File: src/plt_pkg.sv
`timescale 1ns / 1ps
// ----------------------------------------------------------------------------
// Positional list table package
// Shared beat types, operation and status codes, sequencer states and sizing
// defaults for the positional list table core.
// ----------------------------------------------------------------------------
package plt_pkg;

   localparam int MAX_ENTRIES_DEFAULT = 16;

   localparam logic [2:0] OP_INSERT = 3'd0;
   localparam logic [2:0] OP_DELETE = 3'd1;
   localparam logic [2:0] OP_SET    = 3'd2;
   localparam logic [2:0] OP_FIND   = 3'd3;
   localparam logic [2:0] OP_GET    = 3'd4;

   localparam logic [1:0] STATUS_OK    = 2'd0;
   localparam logic [1:0] STATUS_RANGE = 2'd1;
   localparam logic [1:0] STATUS_FULL  = 2'd2;

   typedef struct packed {
      logic [2:0]          req_type;
      logic [4:0]          position;
      logic signed [31:0]  value;
   } req_beat_type;

   typedef struct packed {
      logic [1:0]          status;
      logic signed [31:0]  read_value;
      logic                found;
      logic [3:0]          found_index;
      logic [4:0]          entry_count;
   } rsp_beat_type;

   typedef enum logic [2:0] {
      S_IDLE,
      S_SHIFT_UP,
      S_INS_WRITE,
      S_SHIFT_DOWN,
      S_FIND,
      S_GET_WAIT
   } state_type;

endpackage

File: src/positional_list_table_core.sv
`timescale 1ns / 1ps
// ----------------------------------------------------------------------------
// Positional list table core
// Ordered list of signed words kept in a table with one read and one write port and an entry
// count, driven by a small sequencer that moves one entry per cycle.
// ----------------------------------------------------------------------------
// A request beat is taken when start is high and busy is low, and its single
// result appears on rsp_data for one cycle with rsp_valid high; the receiver
// cannot stall it. Every entry movement and every comparison goes through the
// one read and one write port of the table, one entry per cycle. An insert in
// range moves entries from its position on up in S_SHIFT_UP and writes the
// value in S_INS_WRITE, or writes it directly when it appends; a delete moves
// later entries down in S_SHIFT_DOWN; a find reads from index 0 in S_FIND until
// a match or the end; a get answers from S_GET_WAIT; others answer from idle.
// busy stays high until the result has been issued.
module positional_list_table_core
   import plt_pkg::*;
#(
   parameter int MAX_ENTRIES = MAX_ENTRIES_DEFAULT
) (
   input  logic          clock,
   input  logic          reset,
   input  logic          start,
   output logic          busy,
   input  req_beat_type  req_data,
   output logic          rsp_valid,
   output rsp_beat_type  rsp_data
);

   localparam int CW = $clog2(MAX_ENTRIES + 1);
   localparam int AW = $clog2(MAX_ENTRIES);
   localparam int PW = (CW > 5) ? CW : 5;
   localparam logic [CW-1:0] MAX_COUNT = CW'(MAX_ENTRIES);

   logic signed [31:0] entries_mem [MAX_ENTRIES];

   state_type          state_ff, state_in;
   logic [CW-1:0]      count_ff, count_in;
   logic [PW-1:0]      idx_ff, idx_in;
   req_beat_type       req_ff;
   logic               rsp_valid_ff, rsp_valid_in;
   rsp_beat_type       rsp_ff, rsp_in;
   logic signed [31:0] rd_data_ff;

   logic               rd_en;
   logic [AW-1:0]      rd_addr;
   logic               wr_en;
   logic [AW-1:0]      wr_addr;
   logic signed [31:0] wr_data;

   logic               accept;
   logic [PW-1:0]      cnt_ext;
   logic [PW-1:0]      cnt_dec;
   logic [PW-1:0]      pos_new;
   logic [PW-1:0]      pos_new_inc;
   logic [PW-1:0]      pos_held;
   logic [PW-1:0]      idx_dec;
   logic [PW-1:0]      idx_dec2;
   logic [PW-1:0]      idx_inc;
   logic [PW-1:0]      idx_inc2;

   assign accept      = start && (state_ff == S_IDLE);
   assign busy        = (state_ff != S_IDLE);
   assign rsp_valid   = rsp_valid_ff;
   assign rsp_data    = rsp_ff;

   assign cnt_ext     = PW'(count_ff);
   assign cnt_dec     = cnt_ext - PW'(1);
   assign pos_new     = PW'(req_data.position);
   assign pos_new_inc = pos_new + PW'(1);
   assign pos_held    = PW'(req_ff.position);
   assign idx_dec     = idx_ff - PW'(1);
   assign idx_dec2    = idx_ff - PW'(2);
   assign idx_inc     = idx_ff + PW'(1);
   assign idx_inc2    = idx_ff + PW'(2);

   always_ff @(posedge clock) begin
      if (reset) begin
         state_ff     <= S_IDLE;
         count_ff     <= '0;
         rsp_valid_ff <= 1'b0;
      end else begin
         state_ff     <= state_in;
         count_ff     <= count_in;
         rsp_valid_ff <= rsp_valid_in;
      end
   end

   always_ff @(posedge clock) begin
      idx_ff <= idx_in;
      rsp_ff <= rsp_in;
      if (accept) begin
         req_ff <= req_data;
      end
   end

   always_ff @(posedge clock) begin
      if (wr_en) begin
         entries_mem[wr_addr] <= wr_data;
      end
      if (rd_en) begin
         rd_data_ff <= entries_mem[rd_addr];
      end
   end

   always_comb begin
      state_in     = state_ff;
      count_in     = count_ff;
      idx_in       = idx_ff;
      rsp_valid_in = 1'b0;
      rsp_in       = '0;
      rd_en        = 1'b0;
      rd_addr      = idx_ff[AW-1:0];
      wr_en        = 1'b0;
      wr_addr      = idx_ff[AW-1:0];
      wr_data      = rd_data_ff;

      case (state_ff)
         S_IDLE: begin
            if (start) begin
               case (req_data.req_type)
                  OP_INSERT: begin
                     if (pos_new > cnt_ext) begin
                        rsp_in.status = STATUS_RANGE;
                        rsp_valid_in  = 1'b1;
                     end else if (count_ff == MAX_COUNT) begin
                        rsp_in.status = STATUS_FULL;
                        rsp_valid_in  = 1'b1;
                     end else if (pos_new == cnt_ext) begin
                        wr_en        = 1'b1;
                        wr_addr      = pos_new[AW-1:0];
                        wr_data      = req_data.value;
                        count_in     = count_ff + CW'(1);
                        rsp_valid_in = 1'b1;
                     end else begin
                        rd_en    = 1'b1;
                        rd_addr  = cnt_dec[AW-1:0];
                        idx_in   = cnt_ext;
                        state_in = S_SHIFT_UP;
                     end
                  end
                  OP_DELETE: begin
                     if (pos_new >= cnt_ext) begin
                        rsp_in.status = STATUS_RANGE;
                        rsp_valid_in  = 1'b1;
                     end else if (pos_new_inc == cnt_ext) begin
                        count_in     = count_ff - CW'(1);
                        rsp_valid_in = 1'b1;
                     end else begin
                        rd_en    = 1'b1;
                        rd_addr  = pos_new_inc[AW-1:0];
                        idx_in   = pos_new;
                        state_in = S_SHIFT_DOWN;
                     end
                  end
                  OP_SET: begin
                     if (pos_new >= cnt_ext) begin
                        rsp_in.status = STATUS_RANGE;
                     end else begin
                        wr_en   = 1'b1;
                        wr_addr = pos_new[AW-1:0];
                        wr_data = req_data.value;
                     end
                     rsp_valid_in = 1'b1;
                  end
                  OP_FIND: begin
                     if (count_ff == '0) begin
                        rsp_valid_in = 1'b1;
                     end else begin
                        rd_en    = 1'b1;
                        rd_addr  = '0;
                        idx_in   = '0;
                        state_in = S_FIND;
                     end
                  end
                  OP_GET: begin
                     if (pos_new >= cnt_ext) begin
                        rsp_in.status = STATUS_RANGE;
                        rsp_valid_in  = 1'b1;
                     end else begin
                        rd_en    = 1'b1;
                        rd_addr  = pos_new[AW-1:0];
                        state_in = S_GET_WAIT;
                     end
                  end
                  default: begin
                     rsp_valid_in = 1'b1;
                  end
               endcase
            end
         end
         S_SHIFT_UP: begin
            wr_en = 1'b1;
            if (idx_dec == pos_held) begin
               state_in = S_INS_WRITE;
            end else begin
               rd_en   = 1'b1;
               rd_addr = idx_dec2[AW-1:0];
               idx_in  = idx_dec;
            end
         end
         S_INS_WRITE: begin
            wr_en        = 1'b1;
            wr_addr      = pos_held[AW-1:0];
            wr_data      = req_ff.value;
            count_in     = count_ff + CW'(1);
            rsp_valid_in = 1'b1;
            state_in     = S_IDLE;
         end
         S_SHIFT_DOWN: begin
            wr_en = 1'b1;
            if (idx_inc2 < cnt_ext) begin
               rd_en   = 1'b1;
               rd_addr = idx_inc2[AW-1:0];
               idx_in  = idx_inc;
            end else begin
               count_in     = count_ff - CW'(1);
               rsp_valid_in = 1'b1;
               state_in     = S_IDLE;
            end
         end
         S_FIND: begin
            if (rd_data_ff == req_ff.value) begin
               rsp_in.found       = 1'b1;
               rsp_in.found_index = 4'(idx_ff);
               rsp_valid_in       = 1'b1;
               state_in           = S_IDLE;
            end else if (idx_inc == cnt_ext) begin
               rsp_valid_in = 1'b1;
               state_in     = S_IDLE;
            end else begin
               rd_en   = 1'b1;
               rd_addr = idx_inc[AW-1:0];
               idx_in  = idx_inc;
            end
         end
         S_GET_WAIT: begin
            rsp_in.read_value = rd_data_ff;
            rsp_valid_in      = 1'b1;
            state_in          = S_IDLE;
         end
         default: begin
            state_in = S_IDLE;
         end
      endcase

      rsp_in.entry_count = 5'(count_in);
   end

`ifndef ASSERT_OFF
   a_count_bounded: assert property (@(posedge clock) disable iff (reset)
      count_ff <= MAX_COUNT)
      else $error("entry count exceeds table capacity");

   a_accept_progress: assert property (@(posedge clock) disable iff (reset)
      accept |=> (busy || rsp_valid))
      else $error("accepted beat neither started work nor produced a result");

   a_rsp_only_on_finish: assert property (@(posedge clock) disable iff (reset)
      rsp_valid |-> !busy)
      else $error("result issued while sequencer still busy");

   a_found_is_ok: assert property (@(posedge clock) disable iff (reset)
      (rsp_valid && rsp_data.found) |-> (rsp_data.status == STATUS_OK))
      else $error("find hit reported with an error status");

   a_count_step: assert property (@(posedge clock) disable iff (reset)
      (count_ff != $past(count_ff)) |-> rsp_valid_in || rsp_valid)
      else $error("entry count changed outside a request completion");
`endif

endmodule

File: config.mk
export PLATFORM = sky130hd
export DESIGN_NAME = positional_list_table_core
export DESIGN_NICKNAME = d
export VERILOG_FILES = /design/src/plt_pkg.sv /design/src/positional_list_table_core.sv
export SDC_FILE = /design/constraint.sdc
export NUM_CORES = 1
export LEC_CHECK = 0
export BUFFER_PORTS_ARGS = -buffer_cell sky130_fd_sc_hd__buf_4
export CORE_MARGIN = 5
export CORE_UTILIZATION = 34
export CTS_CLUSTER_SIZE = 16
export DETAILED_ROUTE_END_ITERATION = 12
export SLEW_MARGIN = 30
export SYNTH_ARGS = -nofsm -noshare
export SYNTH_HDL_FRONTEND = slang
export SYNTH_SLANG_ARGS = --single-unit
File: constraint.sdc
create_clock -name clock -period 8 [get_ports clock]
set_input_delay 1.6 -clock clock [delete_from_list [all_inputs] [get_ports clock]]
set_output_delay 1.6 -clock clock [all_outputs]
set_load 0.03 [all_outputs]
==> flow_metrics.tcl <==
set metrics [dict create \
    ys_seq_elements 639 \
    die_x_microns 293 \
    worst_ir_drop_vdd_mv 0.170 \
    min_path_type "reg2reg" \
    drive_gt1_frac 0.160 \
    crit_arrival_ns 5.87 \
    async_reset_ff_frac 0 \
    clock-sinks 639 \
    ant_nets 0 \
    start_util 0.341 \
    clock-root-buffer "clkbuf_16" \
    p_switching_uw 1930 \
    grt_antenna_before_repair 3 \
    end_kind "register" \
    placed_cell_area_sq_um 29500 \
    syn2layout_area_growth_pct 16.8 \
    synth_top_area_frac 0.644 \
    max_slew_margin 0.347 \
    dp.final_hpwl_microns 44700 \
    fillers 7434 \
    holdPathStages 1 \
    postSynthAreaPerCell_sq_um 15.0 \
    tritoncts "built" \
    hold_viol 0 \
    post_drt_wl_per_cell_microns 24.3 \
    syn_area_sq_um 27300 \
    powerDensity_nw_per_um2 250 \
    tightest_slew_ns 0.979 \
    clock_tree.buffer_depth 3 \
    setup_violations 0 \
    first_iter_violations 1593 \
    syn-instance-count 1827 \
    post-route-drc-count 0 \
    power_frac_comb 0.116 \
    fin_util 0.398 \
    holdBufCountCts 0 \
    synth_nets 1889 \
    io_buffers 88 \
    fmax_mhz 181 \
    power.share.switching 0.243 \
    drv_slew 0 \
    netlist-cell-type-count 81 \
    synth_common_cells "586 x edfxtp_1, 325 x mux2i_1, 85 x nor2_1" \
    whs_ns 0.598 \
    power_uw 7960 \
    numCtsBuffers 69 \
    rows 104 \
    htreeDepth 3 \
    first_pass_iters 7 \
    internal-power_uw 6030 \
    grt_pass1_wl_microns 108000 \
    post-route-period-util 0.691 \
    clock_latency_ns 0.62 \
    ys_top_cells_by_area "edfxtp_1 64%, mux2i_1 12%, dfxtp_1 3.9%" \
    grt_overflow 0 \
    seqPwrFrac 0.477 \
    drv_cap 0 \
    status "completed" \
    yosysTopAreaCell "edfxtp_1" \
    crit_path_start_kind "input pin" \
    die_area_sq_um 86100 \
    crit_type "in2reg" \
    finalCriticalPeriod_ns 5.53 \
    clk_pin_slew_ns 0.06 \
    gp_congestion 0.903 \
    cellLeakagePower_uw 0.0117 \
    synth-edff-count 586 \
    vias 16696 \
    grt_start_max_net_pins 61 \
    viasPerCell 5.45 \
    yosys_warnings 0 \
    final_nets 2011 \
    stdcell_area_sq_um 31900 \
    wl_microns 74600 \
    p_clk_frac 0.407 \
    core_region_area_sq_um 80200 \
    finalClockSkew_ns 0.0444 \
    rsz0062_at_grt "no" \
    grt_pass1_vias 16500 \
    ios 89 \
    synth.most_common_cell "edfxtp_1" \
    die_y_microns 293 \
    cts_resized 0 \
    rr_worst_depth 13 \
    ys.flop_type "edfxtp_1" \
    fin_tns_setup_ns 0 \
    synth_seq_area_share 0.683 \
    postCtsSetupBuffers 0 \
    required_ns 8.34 \
    antennaDiodeCount 0 \
    track_usage 0.168 \
    cp_max_fo 21 \
]
sequential cells by signal (all words and copies together), names as in the netlist:
register,cells
rsp_valid,1
rsp_data,44
idx_ff,5
cnt_ext,5
pos_held,5
req_ff,32
rd_data_ff,32
state_ff,3
entries_mem,512
final timing paths:
kind	startpoint	to	slack [ns]
worst max register to register	idx_ff[2]	rd_data_ff[18]	2.48
worst max-delay path	req_data[35]	rd_data_ff[13]	2.47
worst min register to register	rd_data_ff[1]	rsp_data[11]	0.60
worst min-delay path	rd_data_ff[1]	rsp_data[11]	0.60
layout by cell type, fill, tap and decap left out, types with 9 or more instances in the layout:
cell / Yosys / layout
nand3_1: 12 / 12
a22o_1: 32 / 32
nor3_1: 28 / 28
clkinv_2: 0 / 12
nor2_1: 85 / 68
clkbuf_1: 42 / 9
o21ai_0: 69 / 65
nor2_4: 0 / 17
and2_1: 40 / 39
nand2_1: 54 / 54
or3_1: 38 / 36
a22oi_1: 42 / 42
edfxtp_1: 586 / 586
mux2i_1: 325 / 325
o22ai_1: 71 / 71
ha_1: 19 / 19
dfxtp_1: 53 / 52
inv_1: 18 / 17
a21oi_1: 54 / 54
buf_4: 5 / 149
xnor2_1: 47 / 47
a31oi_1: 14 / 14
nor2b_1: 11 / 11
clkbuf_16: 0 / 76
nand4_1: 11 / 11
routing by layer:
metal / GRT usage / part of all wire / vias up / wire length (microns)
li1: - / - / 7346 / -
met1: 0.237 / 0.44 / 8447 / 32500
met2: 0.255 / 0.44 / 756 / 33000
met3: 0.0423 / 0.091 / 143 / 6770
met4: 0.0543 / 0.030 / 4 / 2270
met5: 0 / 0.00032 / - / 24
critical path, stage by stage:
cell,delay [ns]
buf_4,0.16
ha_1,0.37
nand3_1,0.19
nor2_1,0.14
o41ai_2,0.51
and4_1,0.29
or2_4,0.16
nor2_1,0.04
or4b_4,0.76
or3b_2,0.74
buf_4,0.40
o22ai_1,0.13
or3_1,0.36
kinds of logic after synthesis:
logic type,count (synthesis),synth area share
buf+inv,126,0.0234
flops,639,0.683
mux,325,0.119
compound gates,337,0.0825
xor+xnor,60,0.0213
fa+ha+maj,20,0.00907
simple gates,320,0.0619
stage by stage:
step,instances,setup slack (ns)
floorplan,1827,2.26
global placement,2937,1.94
detailed placement,2938,1.88
CTS,3063,2.51
global route,3063,2.26
finish,3063,2.47
cell type report:
class	instances	area (sq um)	share of cell area
timing repair buffer	158	1290	0.0404
inverter	19	71.3	0.00224
multi-input combinational	1062	8190	0.257
tap	1060	1330	0.0416
clock buffer	93	2050	0.0641
sequential	639	18700	0.585
clock inverter	32	325	0.0102
power groups by stage:
stage | registers (uW) | clock network [uW] | logic [uW]
after detailed placement | 3870 | 0 | 920
after floorplan | 3850 | 0 | 647
final | 3800 | 3240 | 923
after CTS | 3800 | 3300 | 924
after global placement | 3870 | 0 | 900
after global routing | 3800 | 3430 | 992
Note: power is estimated with default switching activity, not from simulation.
